File: config.mk
export PLATFORM = sky130hd
export DESIGN_NAME = delta_modulation_sample_channel_core_flat
export DESIGN_NICKNAME = d
export VERILOG_FILES = /design/src/rtl/dmc_pkg.sv /design/src/rtl/dmc_if.sv /design/src/rtl/dmc_step.sv /design/src/rtl/delta_modulation_sample_channel_core.sv /design/src/flat_wrapper.sv
export SDC_FILE = /design/constraint.sdc
export NUM_CORES = 1
export LEC_CHECK = 0
export ABC_AREA = 1
export BUFFER_PORTS_ARGS = -buffer_cell sky130_fd_sc_hd__buf_2
export CAP_MARGIN = 25
export CORE_MARGIN = 2
export CORE_UTILIZATION = 40
export CTS_BUF_LIST = sky130_fd_sc_hd__clkbuf_8 sky130_fd_sc_hd__clkbuf_16
export DETAILED_ROUTE_END_ITERATION = 7
export MAX_ROUTING_LAYER = met4
export PLACE_DENSITY = 0.62
export REMOVE_ABC_BUFFERS = 1
export SETUP_SLACK_MARGIN = 0.4
export SLEW_MARGIN = 5
export SYNTH_ARGS = -nofsm -noshare
export SYNTH_HDL_FRONTEND = slang
export SYNTH_SLANG_ARGS = --single-unit
File: constraint.sdc
create_clock -name clk -period 3 [get_ports clk]
set_clock_uncertainty 0.2 [all_clocks]
set_input_delay 0 -clock clk [delete_from_list [all_inputs] [get_ports clk]]
set_output_delay 0 -clock clk [all_outputs]
set_load 0.01 [all_outputs]
File: src/rtl/dmc_pkg.sv
`default_nettype none

package dmc_pkg;

	localparam logic [1:0] MODE_TICK    = 2'd0;
	localparam logic [1:0] MODE_LOAD    = 2'd1;
	localparam logic [1:0] MODE_RESTART = 2'd2;

	localparam int CFG_INDEX_W = 3;
	localparam logic [CFG_INDEX_W-1:0] CFG_IRQ_ENABLE  = 3'd0;
	localparam logic [CFG_INDEX_W-1:0] CFG_LOOP_ENABLE = 3'd1;
	localparam logic [CFG_INDEX_W-1:0] CFG_RATE_INDEX  = 3'd2;
	localparam logic [CFG_INDEX_W-1:0] CFG_ADDR_CODE   = 3'd3;
	localparam logic [CFG_INDEX_W-1:0] CFG_LEN_CODE    = 3'd4;

	localparam logic [15:0] SAMPLE_BASE  = 16'hC000;
	localparam logic [15:0] ADDR_LAST    = 16'hFFFF;
	localparam logic [15:0] ADDR_WRAP    = 16'h8000;
	localparam logic [6:0]  LEVEL_UP_MAX = 7'd125;
	localparam logic [6:0]  LEVEL_DN_MIN = 7'd2;
	localparam logic [3:0]  BITS_PER_BYTE = 4'd8;

	typedef struct packed {
		logic [1:0] mode;
		logic [6:0] level_value;
		logic [7:0] sample_byte;
	} dmc_in_t;

	typedef struct packed {
		logic [6:0]  output_level;
		logic        irq_flag;
		logic [15:0] fetch_address;
		logic        fetch_taken;
		logic [11:0] bytes_left;
	} dmc_out_t;

	typedef struct packed {
		logic       irq_enable;
		logic       loop_enable;
		logic [3:0] rate_index;
		logic [7:0] addr_code;
		logic [7:0] len_code;
	} dmc_regs_t;

	typedef struct packed {
		logic [8:0]  timer_count;
		logic [6:0]  level;
		logic [7:0]  shifter;
		logic [3:0]  bit_count;
		logic        silent;
		logic [7:0]  buffer_byte;
		logic        buffer_full;
		logic [15:0] current_address;
		logic [11:0] remaining_bytes;
		logic        irq_pending;
	} dmc_state_t;

	// timer reload value: rate ROM entry minus one
	function automatic logic [8:0] rate_reload(input logic [3:0] idx);
		logic [8:0] r;
		case (idx)
			4'd0:  r = 9'd427;
			4'd1:  r = 9'd379;
			4'd2:  r = 9'd339;
			4'd3:  r = 9'd319;
			4'd4:  r = 9'd285;
			4'd5:  r = 9'd253;
			4'd6:  r = 9'd225;
			4'd7:  r = 9'd213;
			4'd8:  r = 9'd189;
			4'd9:  r = 9'd159;
			4'd10: r = 9'd141;
			4'd11: r = 9'd127;
			4'd12: r = 9'd105;
			4'd13: r = 9'd83;
			4'd14: r = 9'd71;
			default: r = 9'd53;
		endcase
		return r;
	endfunction

endpackage

`default_nettype wire

File: src/rtl/dmc_if.sv
`default_nettype none

interface dmc_in_if;
	import dmc_pkg::*;
	logic    valid;
	logic    ready;
	dmc_in_t data;
	modport source (output valid, output data, input ready);
	modport sink (input valid, input data, output ready);
endinterface

interface dmc_out_if;
	import dmc_pkg::*;
	logic     valid;
	logic     ready;
	dmc_out_t data;
	modport source (output valid, output data, input ready);
	modport sink (input valid, input data, output ready);
endinterface

interface dmc_cfg_if;
	import dmc_pkg::*;
	logic                   valid;
	logic                   ready;
	logic [CFG_INDEX_W-1:0] index;
	logic [7:0]             data;
	modport source (output valid, output index, output data, input ready);
	modport sink (input valid, input index, input data, output ready);
endinterface

`default_nettype wire

File: src/rtl/dmc_step.sv
`default_nettype none

module dmc_step (
	input  dmc_pkg::dmc_state_t st,
	input  dmc_pkg::dmc_regs_t  regs,
	input  dmc_pkg::dmc_in_t    item,
	output dmc_pkg::dmc_state_t nxt,
	output logic                taken
);
	import dmc_pkg::*;

	logic [15:0] reload_addr;
	logic [11:0] reload_len;
	logic [11:0] rem_dec;
	logic [3:0]  bits_dec;
	logic        can_fetch;

	assign reload_addr = SAMPLE_BASE + {2'b00, regs.addr_code, 6'b0};
	assign reload_len  = {regs.len_code, 4'b0} + 12'd1;
	assign rem_dec     = st.remaining_bytes - 12'd1;
	assign bits_dec    = (st.bit_count != 4'd0) ? st.bit_count - 4'd1 : 4'd0;
	assign can_fetch   = !st.buffer_full && (st.remaining_bytes != 12'd0);

	always_comb begin
		nxt   = st;
		taken = 1'b0;
		case (item.mode)
			MODE_TICK: begin
				if (can_fetch) begin
					taken           = 1'b1;
					nxt.buffer_byte = item.sample_byte;
					nxt.buffer_full = 1'b1;
					nxt.current_address = (st.current_address == ADDR_LAST) ? ADDR_WRAP
						: st.current_address + 16'd1;
					nxt.remaining_bytes = rem_dec;
					if (rem_dec == 12'd0) begin
						if (regs.loop_enable) begin
							nxt.current_address = reload_addr;
							nxt.remaining_bytes = reload_len;
						end else if (regs.irq_enable) begin
							nxt.irq_pending = 1'b1;
						end
					end
				end
				if (st.timer_count != 9'd0) begin
					nxt.timer_count = st.timer_count - 9'd1;
				end else begin
					nxt.timer_count = rate_reload(regs.rate_index);
					if (!st.silent) begin
						if (st.shifter[0]) begin
							if (st.level <= LEVEL_UP_MAX)
								nxt.level = st.level + 7'd2;
						end else begin
							if (st.level >= LEVEL_DN_MIN)
								nxt.level = st.level - 7'd2;
						end
					end
					nxt.shifter   = {1'b0, st.shifter[7:1]};
					nxt.bit_count = bits_dec;
					if (bits_dec == 4'd0) begin
						nxt.bit_count = BITS_PER_BYTE;
						if (nxt.buffer_full) begin
							nxt.silent      = 1'b0;
							nxt.shifter     = nxt.buffer_byte;
							nxt.buffer_full = 1'b0;
						end else begin
							nxt.silent = 1'b1;
						end
					end
				end
			end
			MODE_LOAD: begin
				nxt.level = item.level_value;
			end
			MODE_RESTART: begin
				nxt.irq_pending = 1'b0;
				if (st.remaining_bytes == 12'd0) begin
					nxt.current_address = reload_addr;
					nxt.remaining_bytes = reload_len;
				end
			end
			default: begin
			end
		endcase
	end

endmodule

`default_nettype wire

File: src/rtl/delta_modulation_sample_channel_core.sv
`default_nettype none

// Delta-modulation sample playback channel.
// Channels: sample_in takes one item per CPU cycle (tick, direct level
// load or restart) with the memory byte at the fetch address of the
// previous result; result_out returns exactly one result per item with
// the level, IRQ flag, next fetch address, fetch flag and bytes left.
// cfg writes the five registers by index; it is always ready. The user must
// write it only while the channel is idle; the block does not enforce this.
// result_out.valid rises as the item moves from the input register into the
// result register, which waits while result_out is held. Throughput: one item
// per cycle while result_out is not held; the channel state updates as the
// item leaves the input register, so back-to-back ticks run at full rate.
// Reset: all state and registers clear, fetch address starts at C000 hex,
// no result is pending.
// Stall: while result_out is held, the result register and the waiting
// item both hold; sample_in drops ready once the input register is full.
module delta_modulation_sample_channel_core (
	input  wire        clk,
	input  wire        arst_n,
	dmc_in_if.sink     sample_in,
	dmc_out_if.source  result_out,
	dmc_cfg_if.sink    cfg
);
	import dmc_pkg::*;

	dmc_in_t    item_s1;
	logic       valid_s1;
	dmc_state_t state_q;
	dmc_regs_t  regs_q;
	dmc_out_t   out_q;
	logic       out_valid_q;

	dmc_state_t state_nxt;
	logic       taken;
	logic       advance;

	dmc_step u_step (
		.st    (state_q),
		.regs  (regs_q),
		.item  (item_s1),
		.nxt   (state_nxt),
		.taken (taken)
	);

	assign advance          = !out_valid_q || result_out.ready;
	assign sample_in.ready  = advance || !valid_s1;
	assign cfg.ready        = 1'b1;
	assign result_out.valid = out_valid_q;
	assign result_out.data  = out_q;

	always_ff @(posedge clk or negedge arst_n) begin
		if (!arst_n) begin
			valid_s1 <= 1'b0;
		end else if (sample_in.ready) begin
			valid_s1 <= sample_in.valid;
		end
	end

	always_ff @(posedge clk) begin
		if (sample_in.ready)
			item_s1 <= sample_in.data;
	end

	always_ff @(posedge clk or negedge arst_n) begin
		if (!arst_n) begin
			out_valid_q <= 1'b0;
		end else if (advance) begin
			out_valid_q <= valid_s1;
		end
	end

	always_ff @(posedge clk) begin
		if (advance && valid_s1) begin
			out_q.output_level  <= state_nxt.level;
			out_q.irq_flag      <= state_nxt.irq_pending;
			out_q.fetch_address <= state_nxt.current_address;
			out_q.fetch_taken   <= taken;
			out_q.bytes_left    <= state_nxt.remaining_bytes;
		end
	end

	always_ff @(posedge clk or negedge arst_n) begin
		if (!arst_n) begin
			state_q <= '{
				timer_count:     9'd0,
				level:           7'd0,
				shifter:         8'd0,
				bit_count:       4'd0,
				silent:          1'b0,
				buffer_byte:     8'd0,
				buffer_full:     1'b0,
				current_address: SAMPLE_BASE,
				remaining_bytes: 12'd0,
				irq_pending:     1'b0
			};
			regs_q <= '0;
		end else begin
			if (advance && valid_s1)
				state_q <= state_nxt;
			else if (cfg.valid && cfg.index == CFG_IRQ_ENABLE && !cfg.data[0])
				state_q.irq_pending <= 1'b0;
			if (cfg.valid) begin
				unique case (cfg.index)
					CFG_IRQ_ENABLE:  regs_q.irq_enable <= cfg.data[0];
					CFG_LOOP_ENABLE: regs_q.loop_enable <= cfg.data[0];
					CFG_RATE_INDEX:  regs_q.rate_index <= cfg.data[3:0];
					CFG_ADDR_CODE:   regs_q.addr_code <= cfg.data;
					CFG_LEN_CODE:    regs_q.len_code <= cfg.data;
					default: begin
					end
				endcase
			end
		end
	end

endmodule

`default_nettype wire

File: src/flat_wrapper.sv
// flat-port wrapper written by rule: the top's interface ports become plain ports
module delta_modulation_sample_channel_core_flat import dmc_pkg::*;
  (clk, arst_n, sample_in_valid, sample_in_data, sample_in_ready, result_out_valid, result_out_data, result_out_ready, cfg_valid, cfg_index, cfg_data, cfg_ready);
  dmc_in_if sample_in_i ();
  dmc_out_if result_out_i ();
  dmc_cfg_if cfg_i ();
  input  wire clk;
  input  wire arst_n;
  input wire logic [$bits(sample_in_i.valid)-1:0] sample_in_valid;
  input wire logic [$bits(sample_in_i.data)-1:0] sample_in_data;
  output wire logic [$bits(sample_in_i.ready)-1:0] sample_in_ready;
  output wire logic [$bits(result_out_i.valid)-1:0] result_out_valid;
  output wire logic [$bits(result_out_i.data)-1:0] result_out_data;
  input wire logic [$bits(result_out_i.ready)-1:0] result_out_ready;
  input wire logic [$bits(cfg_i.valid)-1:0] cfg_valid;
  input wire logic [$bits(cfg_i.index)-1:0] cfg_index;
  input wire logic [$bits(cfg_i.data)-1:0] cfg_data;
  output wire logic [$bits(cfg_i.ready)-1:0] cfg_ready;
  assign sample_in_i.valid = sample_in_valid;
  assign sample_in_i.data = sample_in_data;
  assign sample_in_ready = sample_in_i.ready;
  assign result_out_valid = result_out_i.valid;
  assign result_out_data = result_out_i.data;
  assign result_out_i.ready = result_out_ready;
  assign cfg_i.valid = cfg_valid;
  assign cfg_i.index = cfg_index;
  assign cfg_i.data = cfg_data;
  assign cfg_ready = cfg_i.ready;
  delta_modulation_sample_channel_core u_core (.clk(clk), .arst_n(arst_n), .sample_in(sample_in_i), .result_out(result_out_i), .cfg(cfg_i));
endmodule
== Word level (Yosys, flattened, before mapping) ==
Memory sizes are Yosys's and may differ from the RTL's.
Index checks and enable logic that the tools add are counted.

* Add/subtract/negate cells: 8
* Multipliers: 0
* Div/mod/pow operators: 0
* Magnitude comparators: 2
* Equal/unequal tests: 7
* Shifts and indexed selects: 0
* Mux-type cells: 25
* Bitwise logic cells: 1
* Reduce and logical (&&, ||, !) cells: 27

{| class="wikitable"
|+ Operators by type and width
! cell !! count
|-
| 2-to-1 mux 38 bit || 2
|-
| one-hot mux 29 bit (2 select lines) || 1
|-
| 2-to-1 mux 28 bit || 2
|-
| 2-to-1 mux 29 bit || 1
|-
| 2-to-1 mux 7 bit || 4
|-
| logical NOT 12 bit || 2
|-
| 2-to-1 mux 20 bit || 1
|-
| adder 15 x 15 -> 16 bit, first input constant || 1
|-
| adder 16 x 1 -> 16 bit, second input constant || 1
|-
| == test 16 bit, second input constant || 1
|-
| 2-to-1 mux 16 bit || 1
|-
| one-hot mux 7 bit (2 select lines) || 1
|-
| 2-to-1 mux 13 bit || 1
|-
| adder 12 x 1 -> 12 bit, second input constant || 1
|-
| AND reduction 2 bit || 6
|-
| nonzero test 12 bit || 1
|-
| subtractor 12 x 1 -> 12 bit, second input constant || 1
|-
| 2-to-1 mux 9 bit || 1
|-
| nonzero test 9 bit || 1
|-
| subtractor 9 x 1 -> 9 bit, second input constant || 1
|-
| 2-to-1 mux 1 bit || 8
|-
| 2-to-1 mux 8 bit || 1
|-
| adder 7 x 2 -> 7 bit, second input constant || 1
|-
| greater-or-equal comparator 7 x 2 -> 1 bit, second input constant || 1
|-
| 20 further kinds || 28
|}

* Flip-flop bits (word level): 145
* Bits in latches: 0
* Memory bits (writable): 0
* Bits in read-only memories: 128
* Output and inout port bits: 40
* Memories: 1

{| class="wikitable"
|+ Memories
! memory !! depth !! width !! rd ports !! clocked after memory_dff !! write ports !! line !! text
|-
| (name not given) || 16 || 8 || 1 || 0 || 0 || dmc_pkg.sv:61 || <nowiki>case (idx)</nowiki>
|}

== Logic depth before layout (Yosys ltp) ==
Gate-level depths: netlist of run 1.

* Depth in word-level cells: 10
* Mapped depth: 18

== By module ==
Synthesis of run 1 repeated with hierarchy kept, for this count alone.

* Cells, all modules: 1150
* Area total of the unflattened synthesis: 8597.0 sq um

{| class="wikitable"
|+ Modules (own cells, without submodules)
! module !! times used !! cells an instance !! area each (sq um) !! sequential area each (sq um)
|-
| delta_modulation_sample_channel_core || 1 || 453 || 5251.3 || 3901.2
|-
| dmc_step || 1 || 697 || 3345.7 || 0.0
|}

== Worst setup path before layout of run 1 ==
Ideal clock, no wire load.

* Path kind: register to register
* Start point: register u_core.state_q[1] in the netlist's numbering
* End point: register u_core.out_q, in the netlist u_core.result_out.data[11], data pin
* Data arrival time: 1902 ps
* Data required time: 2540 ps
* Path slack: 638 ps
* Cell stages (with the launch flop): 17
* Path buffers: 1
* Cells stage by stage: dfrtp_1 inv_1 ha_1 nand2_4 nor2_4 nand2_1 nand2_2 nand2_2 nor2_1 nand2_1 nor2_2 buf_6 nand2_1 nand2_1 nand2_1 nand2_1 nand2_2

{| class="wikitable"
|+ RTL lines
! element !! line !! text
|-
| start, declared || delta_modulation_sample_channel_core.sv:29 || <nowiki>dmc_state_t state_q;</nowiki>
|-
| start signal, assigned || delta_modulation_sample_channel_core.sv:85 || <nowiki>state_q <= '{</nowiki>
|-
| start signal, assigned || delta_modulation_sample_channel_core.sv:100 || <nowiki>state_q <= state_nxt;</nowiki>
|-
| end, declared || delta_modulation_sample_channel_core.sv:31 || <nowiki>dmc_out_t out_q;</nowiki>
|}

==> results of run 1 <==
==> synth_stat cells, drive strengths merged, types with 2 or more instances <==
master	count	area, µm²
a31oi	2	12.5
dfrtp	89	2230
edfxtp	54	1620
mux2i	4	40.0
o211ai	9	67.6
xor2	7	61.3
dfstp	2	52.6
o21a	3	22.5
nor2	78	410
ha	12	150
a21oi	28	140
nand2	399	1560
o21bai	3	22.5
o22ai	5	31.3
nand4	17	106
buf	17	113
nand3	69	345
o21ai	93	477
or2	15	93.8
nor3	9	65.1
clkbuf	16	60.1
nand3b	3	22.5
and2	2	12.5
a22oi	16	120
inv	100	380
==> worst max-delay path, cell delays in order, from the launching register on <==
cell     delay (ps)
dfrtp_1         420
inv_2           140
ha_1            170
nand3_1          90
nor2_1          100
nand2_1         110
inv_4           130
o21ai_4          60
inv_1           290
nand2_1         130
inv_1           170
nand2_1         100
o21a_1          120
==> metrics by stage <==
step	setup WS, ps	power, µW
after floorplan	433	5370
after global placement	370	6370
after detailed placement	301	6400
after CTS	399	8520
after global routing	390	9240
final	528	8610
==> power breakdown <==
group,leakage [µW],switching (µW),internal (µW)
registers,0.00172,480,2570
logic,0.00272,2270,1240
clock network,0.000276,952,1100
total,0.00471,3710,4900
==> final timing paths <==
check / startpoint / endpoint / slack, ps / cells after the start
max: u_core.state_q[2] / u_core.result_out.data[13] / 530 / 12
max in group asynchronous: arst_n / u_core.state_q[28] / 1880 / 4
min: sample_in_data[6] / u_core.item_s1[6] / 80 / 2
min in group asynchronous: arst_n / u_core.state_q[2] / 440 / 4
min reg2reg: u_core.state_q[42] / u_core.state_q[42] / 280 / 2
max reg2reg: u_core.state_q[2] / u_core.result_out.data[13] / 530 / 12
==> logic make-up after synthesis <==
group | Yosys count | share of synthesized area (%)
mux | 4 | 0.485
compound gates | 162 | 11.1
flops | 145 | 47.2
simple gates | 593 | 31.7
fa+ha+maj | 12 | 1.82
other cells | 1 | 0.0454
xor+xnor | 8 | 0.849
buf+inv | 133 | 6.70
==> sequential cells by signal, indices dropped and copies added, names as in the netlist <==
signal and flops:
u_core.item_s1 17, u_core.regs_q 22, u_core.result_out.data 37, u_core.result_out.valid 1, u_core.state_q 67, u_core.valid_s1 1
==> metal layers <==
metal	vias to the layer above	part of all wire, %	wire, µm
li1	3708	-	-
met1	3383	47	10500
met2	186	47	10300
met3	17	5.3	1180
met4	0	1.0	233
met5	-	0	0
==> what timing repair did <==
action	CTS	global route
endpoints found under the hold margin	131	0
resized for setup	2	22
hold buffers	36	0
pin swaps	0	2
buffers inserted	0	5
setup endpoints to repair	34	81
==> placed cells by master, fill, tap and decap left out, types with 3 or more instances in the layout <==
master,netlist,layout
a22oi_1,16,16
o21ai_1,6,6
nor3_2,4,4
dfrtp_2,0,4
nor2_2,9,10
inv_2,6,7
nand2_1,379,377
mux2i_1,4,4
o21bai_1,3,3
nor2_4,4,6
buf_6,3,3
o21a_1,3,3
o21ai_0,86,86
o22ai_1,5,5
or2_2,13,13
nor3_1,5,5
nor2_8,4,4
clkbuf_16,0,17
nand2_2,18,20
dlygate4sd3_1,0,35
nand4_1,17,17
buf_2,6,70
inv_1,93,90
buf_4,5,24
nand3b_1,3,3
ha_1,12,10
inv_6,1,8
dfrtp_1,89,85
a21oi_1,28,28
inv_8,0,4
xor2_1,7,7
nand3_1,69,69
edfxtp_1,54,54
nor2_1,61,58
o211ai_1,9,9
==> cell type report <==
cell class	count	area share, %
clock inverters	15	1.34
well taps	270	3.37
multi-input cells	780	38.4
flip-flops and latches	145	39.0
inverters	100	3.87
clock buffers	17	4.25
repair buffers	135	9.80
==> results.py, run 1 <==
metrics = {
    "finish": {
        "syn_to_final_growth_pct": 21.4,
        "fillers": 1976,
        "regArea_um2": 3910,
        "multi_input_area_um2": 3850,
        "layout-drive-gt1-share_pct": 17.8,
        "design_area_um2": 10000,
        "diodes": 0,
        "fin_cells": 1462,
        "utilization_pct": 49.5,
        "nets": 1224,
    },
    "route": {
        "routedWlPerCell_um": 15.2,
        "viasPerCell": 4.99,
        "drc": 0,
        "vias": 7294,
        "ant_nets": 0,
        "drtIter0Drc": 578,
        "wl_mm": 22.2,
        "dr.pass1.iters": 5,
    },
    "global_routing": {
        "antenna_found_initial": 0,
        "grt_max_degree": 83,
        "use_met1_pct": 29.6,
        "grt_overflow": 0,
        "use_met2_pct": 33.5,
        "busiest_layer": "met2",
        "grt_pass1_vias": 6965,
        "grt.met3_usage_pct": 3.67,
        "grt_pass1_wl_mm": 36.0,
        "grt.total_usage_pct": 21.7,
    },
    "run_status": {
        "status": "finished clean",
    },
    "synth": {
        "yosysWarningCount": 0,
        "syn_inst": 1058,
        "synth_ff_type": "dfrtp_1",
        "synth_edf_count": 54,
        "async_reset_ff_share_pct": 62.8,
        "netlist_area_um2": 8260,
        "ys_seq_elements": 145,
        "ys_seq_area_share_pct": 47.2,
        "syn_avg_cell_area_um2": 7.80,
        "synth.distinct_cells": 45,
    },
    "sta": {
        "finalHoldViolCount": 0,
        "max_freq_mhz": 405,
        "fin_crit_sh_pct": 82.4,
        "finalSetupViolCount": 0,
        "slew_headroom_pct": 40.4,
        "grt_setup_unrepaired": "true",
        "hold_ws_ps": 77.3,
        "maxSlewViolCount": 0,
        "fin_setup_tns_ps": 0,
        "fin_crit_ps": 2470,
        "tightest_slew_ps": 892,
    },
    "floorplan": {
        "ios": 73,
        "initial_utilization_pct": 40.8,
        "core_um2": 20200,
        "chipWidth_um": 148,
        "die_area_um2": 21800,
        "die_h_um": 148,
        "core.rowCount": 52,
    },
    "clock_network": {
        "htreeDepth": 4,
        "cts_tree": "built",
        "root_buffer": "clkbuf_16",
        "cts-buffers-inserted": 17,
        "clock_latency_ps": 430,
        "cts.path.max_buffers": 2,
        "clkTransAtPathRegs_ps": 70,
        "clock_sinks": 145,
    },
    "placed_design": {
        "placed_cell_area_um2": 8980,
        "placed_cells": 1389,
        "port_buffers": 71,
        "post-dp-hpwl_mm": 15.5,
        "place_congestion": 0.957,
    },
    "worst_setup_path": {
        "arrival_ps": 2450,
        "path_class": "reg2reg",
        "crit_required_ps": 2980,
        "cp_max_fo": 7,
        "endpoint_kind": "flip-flop",
        "cp-start-kind": "flip-flop",
    },
    "power": {
        "p_leak_uw": 0.00471,
        "peakVddDrop_mv": 0.449,
        "power.density_nw_per_um2": 859,
    },
    "run": {
        "maxCapViolations": 0,
    },
    "hold_path": {
        "min_path_type": "in2reg",
    },
}
No activity file was read; power rests on OpenSTA's default activity.
==> run 2, diff against run 1 <==
==> constraint.sdc (replaced) <==
create_clock -name clk -period 2.5 [get_ports clk]
set_clock_uncertainty 0.2 [all_clocks]
set_input_delay 0 -clock clk [delete_from_list [all_inputs] [get_ports clk]]
set_output_delay 0 -clock clk [all_outputs]
set_load 0.01 [all_outputs]
==> run 2 against run 1 <==
  * Final area rose by 15%
  * Via count rose by 8.0%
  * Core utilization rose by 7.7 points
  * Largest cell class is now multi-input gates
  * Routed wire length rose by 11%
  * Worst setup slack got worse by 440 ps
  * Total power rose by 41%
  * Fmax rose by 2.5%
  * Sequential cell count did not move
==> results.py, run 2 (synthesis gave the netlist of run 1 again) <==
metrics = {
    "sta": {
        "hold_ws_ps": 79.8,
        "tightest_slew_ps": 639,
        "fin_crit_sh_pct": 96.4,
        "finalSetupViolCount": 0,
        "max_freq_mhz": 415,
        "maxSlewViolCount": 0,
        "slew_headroom_pct": 57.3,
        "fin_crit_ps": 2410,
        "finalHoldViolCount": 0,
        "grt_setup_unrepaired": "true",
    },
    "finish": {
        "layout-drive-gt1-share_pct": 33.2,
        "final_common_cell": "nand2_1",
        "nets": 1300,
        "fillers": 1765,
        "final_cell_mix": "nand2_1, dfrtp_1, inv_1",
        "largest_reg_flops": 67,
        "syn_to_final_growth_pct": 40.1,
        "diodes": 0,
        "top_register": "u_core.state_q",
    },
    "worst_setup_path": {
        "slowest_delay_ps": 480,
        "cp_num_cells": 13,
        "endpoint": "u_core.state_q[1]",
        "crit_chain": "nor2_4 > buf_4 > nand3_1 > nand2_1 > nand2_1 > nand3b_1 > nor2_4 > nand3_4 > nand2_4 > nand2_1 > nand2_1 > o211ai_1 > nand2_1",
        "crit_required_ps": 2660,
        "path_class": "reg2reg",
        "cp-start-kind": "flip-flop",
        "r2r_cells": 13,
        "cpMostUsedCell": "nand2_1",
        "arrival_ps": 2570,
        "r2r_start": "u_core.state_q[3]",
        "cp_num_buf_inv": 1,
        "reg2reg_slack_ps": 90,
        "endpoint_kind": "flip-flop",
        "cp_max_fo": 5,
        "cp-startpoint": "u_core.state_q[3]",
        "cp_top_family": "simple AND/OR/NAND/NOR gates",
        "r2r-end": "u_core.state_q[1]",
        "slowest_stage": "dfrtp_2",
    },
    "route": {
        "drtIter0Drc": 605,
        "ant_nets": 0,
        "vias": 7875,
        "drc": 0,
        "routedWlPerCell_um": 16.0,
        "dr.pass1.iters": 8,
        "wl_mm": 24.6,
        "viasPerCell": 5.12,
    },
    "floorplan": {
        "die_area_um2": 21800,
        "initial_utilization_pct": 40.8,
        "die_h_um": 148,
        "core_um2": 20200,
        "core.rowCount": 52,
        "ios": 73,
        "chipWidth_um": 148,
    },
    "clock_network": {
        "clock_latency_ps": 430,
        "cts_tree": "built",
        "root_buffer": "clkbuf_16",
        "clock_sinks": 145,
        "cts-buffers-inserted": 17,
        "cts.path.max_buffers": 2,
        "htreeDepth": 4,
        "clkTransAtPathRegs_ps": 70,
    },
    "power": {
        "peakVddDrop_mv": 0.590,
        "p_sw_uw": 5170,
        "p_leak_uw": 0.00534,
        "power.density_nw_per_um2": 1050,
        "power.total_uw": 12200,
        "seqPwrFrac_pct": 29.8,
        "comb_power_share_pct": 48.8,
        "sw_frac_of_total_pct": 42.5,
        "internal_power_uw": 6990,
        "pwr-share-clk_pct": 21.5,
    },
    "global_routing": {
        "grt_overflow": 0,
        "grt.total_usage_pct": 22.9,
        "antenna_found_initial": 0,
        "grt_max_degree": 43,
        "grt_pass1_vias": 7353,
        "grt_pass1_wl_mm": 38.2,
    },
    "run_status": {
        "status": "finished clean",
    },
    "run": {
        "maxCapViolations": 0,
    },
    "placed_design": {
        "place_congestion": 0.945,
        "post-dp-hpwl_mm": 15.9,
        "port_buffers": 71,
    },
    "hold_path": {
        "min_path_type": "in2reg",
    },
}
run 2: cell count changes in the layout (fill, tap and decap cells not counted), moves of 11 or more:
cell	change
nand2_1	-38
nor2_1	-13
nand2_2	+28
nand3_2	+22
buf_4	+41
nor2_4	+13
inv_1	-11
nand3_1	-24
o21ai_1	+25
o21ai_0	-40
buf_6	+25
run 2: power groups by stage:
stage	sequential (µW)	clock, µW	combinational (µW)
3_5_place_dp	3590	0	4340
2_1_floorplan	3570	0	2870
6_report	3620	2610	5930
3_3_place_gp	3590	0	4320
5_1_grt	3680	2760	6520
4_1_cts	3580	2660	5110
run 2: final cells by class:
type / count / area, µm² / area share (%)
clock inverters: 15 / 170 / 1.47
inverters: 100 / 408 / 3.53
repair buffers: 210 / 1780 / 15.4
clock buffers: 17 / 425 / 3.68
repair inverters: 1 / 7.51 / 0.0649
multi-input cells: 780 / 4530 / 39.2
flip-flops and latches: 145 / 3910 / 33.8
well taps: 270 / 338 / 2.92
run 2: repair_timing:
action,CTS,global route
setup buffers,23,24
gates cloned,5,2
gates resized for setup,145,136
endpoints found under the hold margin,148,0
hold buffers,35,0
endpoints found under the setup margin,99,99
pin swaps,22,42
run 2: metal layers:
layer | vias up | share of wire (%) | global-route usage, %
met4 | 0 | 2.4 | 7.31
met2 | 256 | 48 | 35.7
li1 | 3868 | - | -
met1 | 3704 | 44 | 30.4
met3 | 47 | 5.6 | 4.32
met5 | - | 0 | -
run 2: metrics by stage:
| step | instance area (µm²) | std cells | setup TNS [ps] | util, % | setup WS [ps] |
|---|---|---|---|---|---|
| after floorplan | 8080 | 1025 | -100 | - | -67.4 |
| after global placement | 9200 | 1417 | 0 | 45.5 | 83.6 |
| after detailed placement | 9200 | 1417 | 0 | 45.5 | 63.0 |
| after CTS | 10900 | 1512 | 0 | 53.8 | 181 |
| after global routing | 11600 | 1538 | -69.2 | 57.2 | -33.7 |
| final | 11600 | 1538 | 0 | 57.2 | 89.2 |
run 2: worst min path at each step:
stage | start | end | cells after the start
6_report | sample_in_data[4] | u_core.item_s1[4] | 2
5_1_grt | sample_in_data[11] | u_core.item_s1[11] | 2
4_1_cts | sample_in_data[4] | u_core.item_s1[4] | 2
3_5_place_dp | arst_n | u_core.state_q[2] | 1
3_3_place_gp | arst_n | u_core.state_q[3] | 1
2_1_floorplan | arst_n | u_core.regs_q[0] | 0
